$ cat config.mk
export PLATFORM = sky130hd
export DESIGN_NAME = piddf_ctrl
export DESIGN_NICKNAME = d
export VERILOG_FILES = /design/src/rtl/piddf_pkg.sv /design/src/rtl/piddf_ctrl.sv
export SDC_FILE = /design/constraint.sdc
export NUM_CORES = 1
export LEC_CHECK = 0
export ABC_AREA = 1
export BUFFER_PORTS_ARGS = -buffer_cell sky130_fd_sc_hd__buf_2
export CORE_AREA = 2 2 39 41
export DETAILED_ROUTE_END_ITERATION = 6
export DIE_AREA = 0 0 41 43
export GPL_ROUTABILITY_DRIVEN = 1
export PLACE_DENSITY = 0.61
export SLEW_MARGIN = 10
export SYNTH_ARGS = -nofsm -noshare
export SYNTH_HDL_FRONTEND = slang
export SYNTH_SLANG_ARGS = --single-unit
$ cat constraint.sdc
create_clock -name clk -period 1.1 [get_ports clk]
set_input_delay 0.165 -clock clk [delete_from_list [all_inputs] [get_ports clk]]
set_output_delay 0.165 -clock clk [all_outputs]
set_load 0.03 [all_outputs]
$ cat src/rtl/piddf_pkg.sv
// ----------------------------------------------------------------------------
// piddf_pkg
// Shared types, constants and fixed-point helpers for the PID controller
// with filtered derivative and filtered output.
// ----------------------------------------------------------------------------
package piddf_pkg;

	// Configuration register indexes
	typedef enum logic [2:0] {
		CFG_GAIN_P         = 3'd0,
		CFG_GAIN_I_DT      = 3'd1,
		CFG_GAIN_D_PER_DT  = 3'd2,
		CFG_DRIVE_MIN      = 3'd3,
		CFG_DRIVE_MAX      = 3'd4,
		CFG_ACCUM_MIN      = 3'd5,
		CFG_ACCUM_MAX      = 3'd6,
		CFG_FILTER_CONTROL = 3'd7
	} cfg_idx_t;

	// Input command codes
	localparam logic CMD_COMPUTE = 1'b0;
	localparam logic CMD_CLEAR   = 1'b1;

	// Register reset values
	localparam logic signed [31:0] GAIN_RST       = 32'sd0;
	localparam logic signed [31:0] DRIVE_MIN_RST  = 32'sh8000_0000;
	localparam logic signed [31:0] DRIVE_MAX_RST  = 32'sh7FFF_FFFF;
	localparam logic signed [47:0] ACCUM_MIN_RST  = 48'sh8000_0000_0000;
	localparam logic signed [47:0] ACCUM_MAX_RST  = 48'sh7FFF_FFFF_FFFF;
	localparam logic [36:0]        FILTER_CTL_RST = 37'd54116627251;

	// filter_control fields
	localparam int FC_D_ALPHA_LSB   = 0;
	localparam int FC_OUT_ALPHA_LSB = 17;
	localparam int FC_D_ON          = 34;
	localparam int FC_OUT_ON        = 35;
	localparam int FC_D_FROM_MEAS   = 36;

	localparam logic [16:0] ALPHA_MIN = 17'd655;
	localparam logic [16:0] ALPHA_ONE = 17'd65536;

	// Register bundle handed to the datapath
	typedef struct packed {
		logic signed [31:0] gain_p;
		logic signed [31:0] gain_i_dt;
		logic signed [31:0] gain_d_per_dt;
		logic signed [31:0] drive_min;
		logic signed [31:0] drive_max;
		logic signed [47:0] accum_min;
		logic signed [47:0] accum_max;
		logic [36:0]        filter_control;
	} cfg_t;

	// Operand selection for the shared multiplier
	typedef enum logic [2:0] {
		MOP_NONE,
		MOP_P,
		MOP_I_LO,
		MOP_I_HI,
		MOP_D,
		MOP_D_FLT,
		MOP_OUT_FLT
	} mul_op_t;

	// Sequencer states
	typedef enum logic [3:0] {
		S_IDLE,
		S_ERR,
		S_ACC,
		S_IL,
		S_IH,
		S_ID,
		S_DRAW,
		S_DFM,
		S_DSUM,
		S_RAW,
		S_OFM,
		S_OFLT,
		S_DONE,
		S_CLR
	} state_t;

	// Controller to datapath commands
	typedef struct packed {
		logic    capture;
		logic    calc_err;
		logic    upd_acc;
		logic    ld_p;
		logic    ld_lo;
		logic    ld_i;
		logic    ld_draw;
		logic    ld_dflt;
		logic    ld_raw;
		logic    commit;
		logic    ld_drive;
		logic    clear;
		mul_op_t mul_op;
	} dp_cmd_t;

	// Saturate a wide signed value to 32 bits
	function automatic logic signed [31:0] sat32(input logic signed [67:0] v);
		if (&v[67:31] || ~|v[67:31])
			return v[31:0];
		return v[67] ? 32'sh8000_0000 : 32'sh7FFF_FFFF;
	endfunction

	// Round half up at bit 16, then saturate
	function automatic logic signed [31:0] rnd_sat(input logic signed [65:0] p);
		logic signed [67:0] s;
		s = {{2{p[65]}}, p} + 68'sd32768;
		return sat32(s >>> 16);
	endfunction

	// Finish a low-pass: y + a*(x-y), rounded, saturated; p holds a*(x-y)
	function automatic logic signed [31:0] lp_finish(input logic signed [65:0] p,
		input logic signed [31:0] y);
		logic signed [67:0] s;
		s = ({{36{y[31]}}, y} <<< 16) + {{2{p[65]}}, p} + 68'sd32768;
		return sat32(s >>> 16);
	endfunction

	function automatic logic [16:0] alpha_clamp(input logic [16:0] b);
		if (b < ALPHA_MIN)
			return ALPHA_MIN;
		if (b > ALPHA_ONE)
			return ALPHA_ONE;
		return b;
	endfunction

endpackage

$ cat src/rtl/piddf_ctrl.sv
// ----------------------------------------------------------------------------
// piddf_ctrl
// Step sequencer: walks one item through the shared-multiplier datapath.
// ----------------------------------------------------------------------------
module piddf_ctrl (
	input  logic               clk,
	input  logic               arst_n,
	input  logic               req_valid,
	input  logic               command,
	input  logic               out_free,
	output logic               req_stall,
	output logic               rsp_load,
	output piddf_pkg::dp_cmd_t cmd
);
	import piddf_pkg::*;

	state_t state_q;
	state_t state_nxt;

	always_ff @(posedge clk or negedge arst_n) begin
		if (!arst_n)
			state_q <= S_IDLE;
		else
			state_q <= state_nxt;
	end

	always_comb begin
		state_nxt = state_q;
		unique case (state_q)
			S_IDLE: begin
				if (req_valid)
					state_nxt = (command == CMD_CLEAR) ? S_CLR : S_ERR;
			end
			S_ERR:  state_nxt = S_ACC;
			S_ACC:  state_nxt = S_IL;
			S_IL:   state_nxt = S_IH;
			S_IH:   state_nxt = S_ID;
			S_ID:   state_nxt = S_DRAW;
			S_DRAW: state_nxt = S_DFM;
			S_DFM:  state_nxt = S_DSUM;
			S_DSUM: state_nxt = S_RAW;
			S_RAW:  state_nxt = S_OFM;
			S_OFM:  state_nxt = S_OFLT;
			S_OFLT: state_nxt = S_DONE;
			S_DONE, S_CLR: begin
				if (out_free)
					state_nxt = S_IDLE;
			end
			default: state_nxt = S_IDLE;
		endcase
	end

	always_comb begin
		cmd       = '0;
		cmd.mul_op = MOP_NONE;
		rsp_load  = 1'b0;
		req_stall = (state_q != S_IDLE);
		unique case (state_q)
			S_IDLE: cmd.capture = req_valid;
			S_ERR:  cmd.calc_err = 1'b1;
			S_ACC: begin
				cmd.upd_acc = 1'b1;
				cmd.mul_op  = MOP_P;
			end
			S_IL: begin
				cmd.ld_p   = 1'b1;
				cmd.mul_op = MOP_I_LO;
			end
			S_IH: begin
				cmd.ld_lo  = 1'b1;
				cmd.mul_op = MOP_I_HI;
			end
			S_ID: begin
				cmd.ld_i   = 1'b1;
				cmd.mul_op = MOP_D;
			end
			S_DRAW: cmd.ld_draw = 1'b1;
			S_DFM:  cmd.mul_op = MOP_D_FLT;
			S_DSUM: cmd.ld_dflt = 1'b1;
			S_RAW:  cmd.ld_raw = 1'b1;
			S_OFM:  cmd.mul_op = MOP_OUT_FLT;
			S_OFLT: cmd.commit = 1'b1;
			S_DONE: begin
				cmd.ld_drive = out_free;
				rsp_load     = out_free;
			end
			S_CLR: begin
				cmd.clear    = out_free;
				cmd.ld_drive = out_free;
				rsp_load     = out_free;
			end
			default: ;
		endcase
	end

endmodule

# Yosys cells after proc, flatten, opt, wreduce, memory -nomap -nowiden
# Index checks and enable logic that the tools add are counted.
[op_classes]
n_addsub = 0
mul = 0
div = 0
n_lt_le_gt_ge = 0
n_eq_ne = 15
shift = 0
n_mux = 17
n_bitwise = 0
reduce_logical = 4
[ops]
columns = ["op", "count"]
rows = [
  ["4-bit one-hot mux with 13 select lines", 1],
  ["4-bit equality test (second input constant)", 6],
  ["3-bit one-hot mux with 6 select lines", 1],
  ["4-bit by 3-bit equality test with 1-bit output (second input constant)", 4],
  ["1-bit 2-to-1 mux", 12],
  ["4-bit 2-to-1 mux", 3],
  ["4-bit by 2-bit equality test with 1-bit output (second input constant)", 2],
  ["4-bit by 1-bit equality test with 1-bit output (second input constant)", 1],
  ["4-bit zero test", 1],
  ["4-bit nonzero test", 1],
  ["2-bit by 1-bit != test with 1-bit output (second input constant)", 1],
  ["2-bit != test (second input constant)", 1],
  ["2-bit AND reduction", 1],
  ["2-bit OR reduction", 1],
]
[totals]
reg_bits = 4
latchBits = 0
mem_bits_rw = 0
romBits = 0
in_bits = 5
elab_cells = 37
mem_count = 0

# Logic depth before layout (Yosys ltp)
# Gate-level depths: netlist of run 1.
[depth]
ltp_word = 4
mapped_depth = 8

# Worst setup path before layout of run 1
# Ideal clock, no wire load.
[synth_path]
path_type = "register -> output"
start = "reg state_q[3]"
end = "out cmd[4] in the netlist's numbering"
arrival_time_ps = 1532
path_slack_ps = -597
path_stages_with_launch = 5
n_path_buf = 2
cell_sequence = "dfrtp_1 > buf_6 > nand2_2 > nor3_1 > buf_4"
[synth_between]
elab_chain_cells = 3
word_cells_on_any_way = 4
[synth_lines]
columns = ["element", "line", "text"]
rows = [
  ["start, declared", "piddf_ctrl.sv:17", "state_t state_q;"],
  ["start signal, assigned", "piddf_ctrl.sv:24", "state_q <= state_nxt;"],
  ["4-bit equality test", "-", ""],
  ["2-bit OR reduction (no line) *", "-", ""],
  ["1-bit 2-to-1 mux *", "-", ""],
  ["end, declared", "piddf_ctrl.sv:13", "output piddf_pkg::dp_cmd_t cmd"],
]
# Mark *: on every way between the ends. The rest lies on a longest branch, timed or not.

==> reports/metrics.cfg, run 1 <==
[route]
via_per_inst=4.713
num_vias=608
routedWlPerCell_um=14.51
drtIter0Drc=7
drtAntennaViolNets=0
dr.pass1.iters=4
drcViolationCount=0
drt_wl_total_um=1872

[finish]
reg_top3=state_q: 4 flops
layout-drive-gt1-share_pct=84.96
ff_latch_area_um2=105.1
nets=119
diodes=0
multi_input_area_um2=399.1
fillers=97
syn_to_final_growth_pct=171.1
largest-register=state_q
largest_reg_flops=4
utilization_pct=74.77

[synthesis]
synth_top_area_share_pct=26.23
ys_warn_count=0
synth-main-ff-cell=dfrtp_1
avgSynthCellArea_um2=6.057
syn_area_um2=381.6
synthArstFlopShare_pct=100.0
seq_area_frac_synth_pct=26.23
yosysMostFrequentCell=nand2_1
synthTopCellsByCount=17 x nand2_1, 10 x inv_1, 9 x nand3_1
synth_nets=68
ys_seq_elements=4
synth_edf_count=0
synth_cells=63
yosys.area.top_type=dfrtp_1
yosysUniqueCellTypes=13
ys_top_cells_by_area=dfrtp_1 26%, nand2_1 17%, nand3_1 12%, inv_1 9.8%, nand2_2 8.2%

[global_route]
grt_pass1_wl_um=2366
antenna_found_initial=0
grt_pass1_vias=533
grt_max_degree=7
grt.overflow.total=0
gr-usage-all-layers_pct=20.32

[sta]
tightest_slew_ns=0.2103
hold_viol_final=0
fin_crit_sh_pct=133.9
max_freq_mhz=679.0
setup_viol=21
rsz0062_at_grt=true
timing.hold.ws_ns=0.2360
min_period_ns=1.473
relSlewSlack_pct=85.95
clock-skew-final_ns=0.01335
slew_viol_final=0
setup_ws_ns=-0.3728

[clock_tree]
clk_pin_slew_worst_paths_ns=0.05
clock-sinks=4
clock-root-buffer=clkbuf_4
numCtsBuffers=3
clk_latency_ns=0.27
htreeDepth=1
cts.path.max_buffers=2
cts_tree=yes

[power_and_ir_drop]
ir_worst_vdd_mv=1.955
power_mw=3.593
p_leak_nw=0.5512
powerDensity_nw_per_um2=3472

[floorplan]
core_um2=1384
start_util_pct=27.58
io_pins=22
die-area_um2=1763
rows=14
die_height_um=43
die_x_um=41

[job]
drv_cap=0

[place]
dpl.hpwl_um=894.8
gp_congestion=0.7973
placement.io_buffers=21
place_ws_ns=-0.1600

[worst_hold_path]
hold_path.class=in -> async

[run_status]
violations=negative setup slack
status=finished, violations left

[setup_path]
worstPathArrival_ns=1.31
critical_path.startpoint_type=flop
path_max_fanout=5
crit_type=reg -> out
cp-end-kind=primary output
crit_required_ns=0.94

through the flow:
step / setup TNS [ns] / instance area (µm²) / cells
finish: -6.033 / 1035 / 129
global route: -6.910 / 1035 / 129
CTS: -5.226 / 928.4 / 125
detailed placement: -2.156 / 668.1 / 111
global placement: -1.801 / 668.1 / 111
floorplan: -1.103 / 467.9 / 63
cells in the final DEF (no fill, tap or decap), drive strengths merged:
master	count
nand2	22
dfrtp	4
buf	47
nor2	8
clkbuf	4
a22oi	2
dlygate4sd3	1
inv	12
nor3	4
nand3	9
path summary, 6_finish.rpt:
check	start	cells after the start	slack, ns	to
max	state_q[2]$_DFFE_PN0P_	5	-0.37	cmd[2]
min in group clk	command	5	0.29	state_q[2]$_DFFE_PN0P_
min	arst_n	2	0.24	state_q[3]$_DFFE_PN0P_
max reg2reg	state_q[2]$_DFFE_PN0P_	8	-0.21	state_q[3]$_DFFE_PN0P_
min reg2reg	state_q[2]$_DFFE_PN0P_	2	0.72	state_q[1]$_DFFE_PN0P_
max in group asynchronous	arst_n	2	0.72	state_q[1]$_DFFE_PN0P_
metal layers:
metal	track usage, %	part of all wire [%]	up-vias
li1	-	-	293
met1	23.62	37	275
met2	33.44	52	29
met3	2.094	5.1	11
met4	12.00	5.3	0
met5	0	0	-
repair_timing:
action	CTS	global route
buffers inserted	9	6
hold buffers	1	0
endpoints found under the hold margin	4	0
gates cloned	0	0
resized for setup	52	23
setup endpoints to repair	21	21
pin swaps	7	11
power by group:
part / internal (mW) / switching (mW) / total, mW
sequential: 0.237 / 0.187 / 0.424
clock: 0.138 / 0.0959 / 0.234
combinational: 1.32 / 1.61 / 2.93
worst max-delay path, cell delays in order (launching register included):
cell     delay, ns
dfrtp_2       0.43
inv_4         0.07
nor2_4        0.18
nand3_2       0.12
nand3_2       0.11
buf_6         0.13
cell families after synthesis:
kind of cell           synth area share [%]
DFF                                   26.23
and+or+nand+nor                       53.11
AOI/OAI and AO/OA                     3.933
buffers and inverters                 16.72
cell type report:
type	instances	area share [%]
multi-input combinational	45	38.57
clock buffer	4	2.539
timing repair buffer	48	41.72
inverter	12	5.079
sequential	4	10.16
tap	16	1.935
Note: power is estimated with default switching activity, not from simulation.
==> run 2: changes to the inputs <==
MAX_ROUTING_LAYER = met4   (was unset)
SKIP_CTS_REPAIR_TIMING = 1   (was unset)
==> run 2 against run 1 <==
The flow still finishes with violations (negative setup slack). Clock power fell by 7%. Critical path depth shrank 1. Via count shrank 6.1%. Die area stayed put. Power fell by 12%. Clock skew is 0.0017 ns lower. Critical path type unchanged. Largest power group unchanged. Highest routed layer unchanged.
==> reports/metrics.cfg, run 2 (same netlist as run 1, synthesis figures left out) <==
[clock_tree]
cts_tree=yes
clk_pin_slew_worst_paths_ns=0.05  ; about the same
numCtsBuffers=3  ; unchanged
cts.path.max_buffers=2  ; unchanged
clock-sinks=4  ; unchanged
clk_latency_ns=0.25  ; -0.02 ns
clock-root-buffer=clkbuf_4
htreeDepth=1  ; unchanged

[sta]
tightest_slew_ns=0.2378  ; +0.02755 ns
setup_viol=20  ; -4.8%
setup_ws_ns=-0.3510  ; +0.02176 ns
max_freq_mhz=689.2  ; +1.5%
fin_crit_sh_pct=131.9  ; -2.0 points
rsz0062_at_grt=true
clock-skew-final_ns=0.01165  ; -0.001706 ns
hold_viol_final=0  ; unchanged
slew_viol_final=0  ; unchanged
relSlewSlack_pct=84.15  ; -1.8 points
min_period_ns=1.451  ; -0.02176 ns

[job]
drv_cap=0  ; unchanged

[route]
dr.pass1.iters=4  ; unchanged
drtAntennaViolNets=0  ; unchanged
num_vias=571  ; -6.1%
drt_wl_total_um=1610  ; -14%
via_per_inst=4.758  ; +0.96%
drtIter0Drc=11  ; +4
drcViolationCount=0  ; unchanged
routedWlPerCell_um=13.42  ; -7.5%

[place]
placedInstanceArea_um2=668.1  ; unchanged
placement.io_buffers=21  ; unchanged
gp_congestion=0.8088  ; +1.4%
dpl.hpwl_um=894.8  ; unchanged

[finish]
largest-register=state_q
final_area_um2=897.1  ; -13%
nets=110  ; -7.6%
diodes=0  ; unchanged
utilization_pct=64.83  ; -9.9 points
final_cell_mix=16 x buf_4, 14 x buf_6, 10 x inv_2, 10 x nand2_1, 9 x nand2_2
largest_reg_flops=4  ; unchanged
reg_top3=state_q: 4 flops
final_common_cell=buf_4
syn_to_final_growth_pct=135.1
layout-drive-gt1-share_pct=81.73  ; -3.2 points

[setup_path]
crit_type=reg -> out
cp-end-kind=primary output
critical_path.startpoint_type=flop
path_max_fanout=6  ; +1
r2r_slack_ns=-0.22  ; about the same
crit_required_ns=0.94  ; about the same
worstPathArrival_ns=1.29  ; -0.02 ns

[power_and_ir_drop]
powerDensity_nw_per_um2=3522  ; +1.4%
p_leak_nw=0.4952  ; -10%
ir_worst_vdd_mv=1.957  ; +0.14%

[run_status]
status=finished, violations left
violations=negative setup slack

[floorplan]
io_pins=22  ; unchanged
die_x_um=41  ; unchanged
rows=14  ; unchanged
die_height_um=43  ; unchanged
core_um2=1384  ; unchanged
start_util_pct=27.58  ; unchanged
die-area_um2=1763  ; unchanged

[worst_hold_path]
hold_path.class=in -> async

[global_route]
gr-usage-all-layers_pct=14.57  ; -5.8 points
grt_pass1_vias=435  ; -18%
grt.overflow.total=0  ; unchanged
grt_max_degree=7  ; unchanged
grt_pass1_wl_um=1642  ; -31%
antenna_found_initial=0  ; unchanged

run 2: cell types whose count changed in the layout (fill, tap and decap cells not counted), moves of 2 or more:
cell / before / now
buf_6: 21 / 14
buf_4: 22 / 16
clkbuf_4: 3 / 6
inv_2: 7 / 10
inv_4: 3 / 0
nand2_2: 7 / 9
nand2_4: 5 / 3
nor2_2: 0 / 2
nor2_4: 8 / 6
run 2: worst max-delay path, stage by stage, from the launching register on:
cell and delay [ns]:
dfrtp_2 0.48, nor2_4 0.19, nand2_2 0.12, nand3_2 0.10, buf_6 0.14
run 2: path summary, 6_finish.rpt:
check                                  startpoint  cells past startpoint                endpoint
max reg2reg                state_q[3]$_DFFE_PN0P_                      8  state_q[0]$_DFFE_PN0P_
max in group asynchronous                  arst_n                      2  state_q[1]$_DFFE_PN0P_
min                                        arst_n                      2  state_q[2]$_DFFE_PN0P_
max                        state_q[3]$_DFFE_PN0P_                      4                  cmd[2]
min reg2reg                state_q[0]$_DFFE_PN0P_                      3  state_q[0]$_DFFE_PN0P_
min in group clk                          command                      5  state_q[3]$_DFFE_PN0P_
run 2: report_power, final:
group	total, mW	internal [mW]	switching (mW)
registers	0.407	0.237	0.170
clock network	0.218	0.137	0.0802
logic	2.54	1.12	1.41
total	3.16	1.50	1.66
run 2: routing by layer:
metal  wire length, µm  vias up  global-route usage [%]
met5                 0        -                       -
met4                58        0                   12.00
met3                67        6                   1.571
met2               894       22                   21.88
met1               589      264                   16.29
li1                  -      279                       -
run 2: through the flow:
step | TNS, ns | hold WS, ns | std cells | setup slack (ns) | power [mW]
6_report | -6.071 | 0.2531 | 120 | -0.3510 | 3.160
5_1_grt | -7.406 | 0.2652 | 120 | -0.4184 | 3.358
4_1_cts | -6.848 | -0.2978 | 115 | -0.4351 | 2.369
3_5_place_dp | -2.156 | -0.02651 | 111 | -0.1600 | 2.141
3_3_place_gp | -1.801 | -0.02606 | 111 | -0.1295 | 2.130
2_1_floorplan | -1.103 | -0.1306 | 63 | -0.1450 | 1.570
run 2: cell type report:
cell class	instances	area, µm²
clock buffer	4	26.28
fill	118	486.7
inverter	12	45.04
multi-input combinational	45	350.3
sequential	4	105.1
tap	16	20.02
timing repair buffer	39	350.3
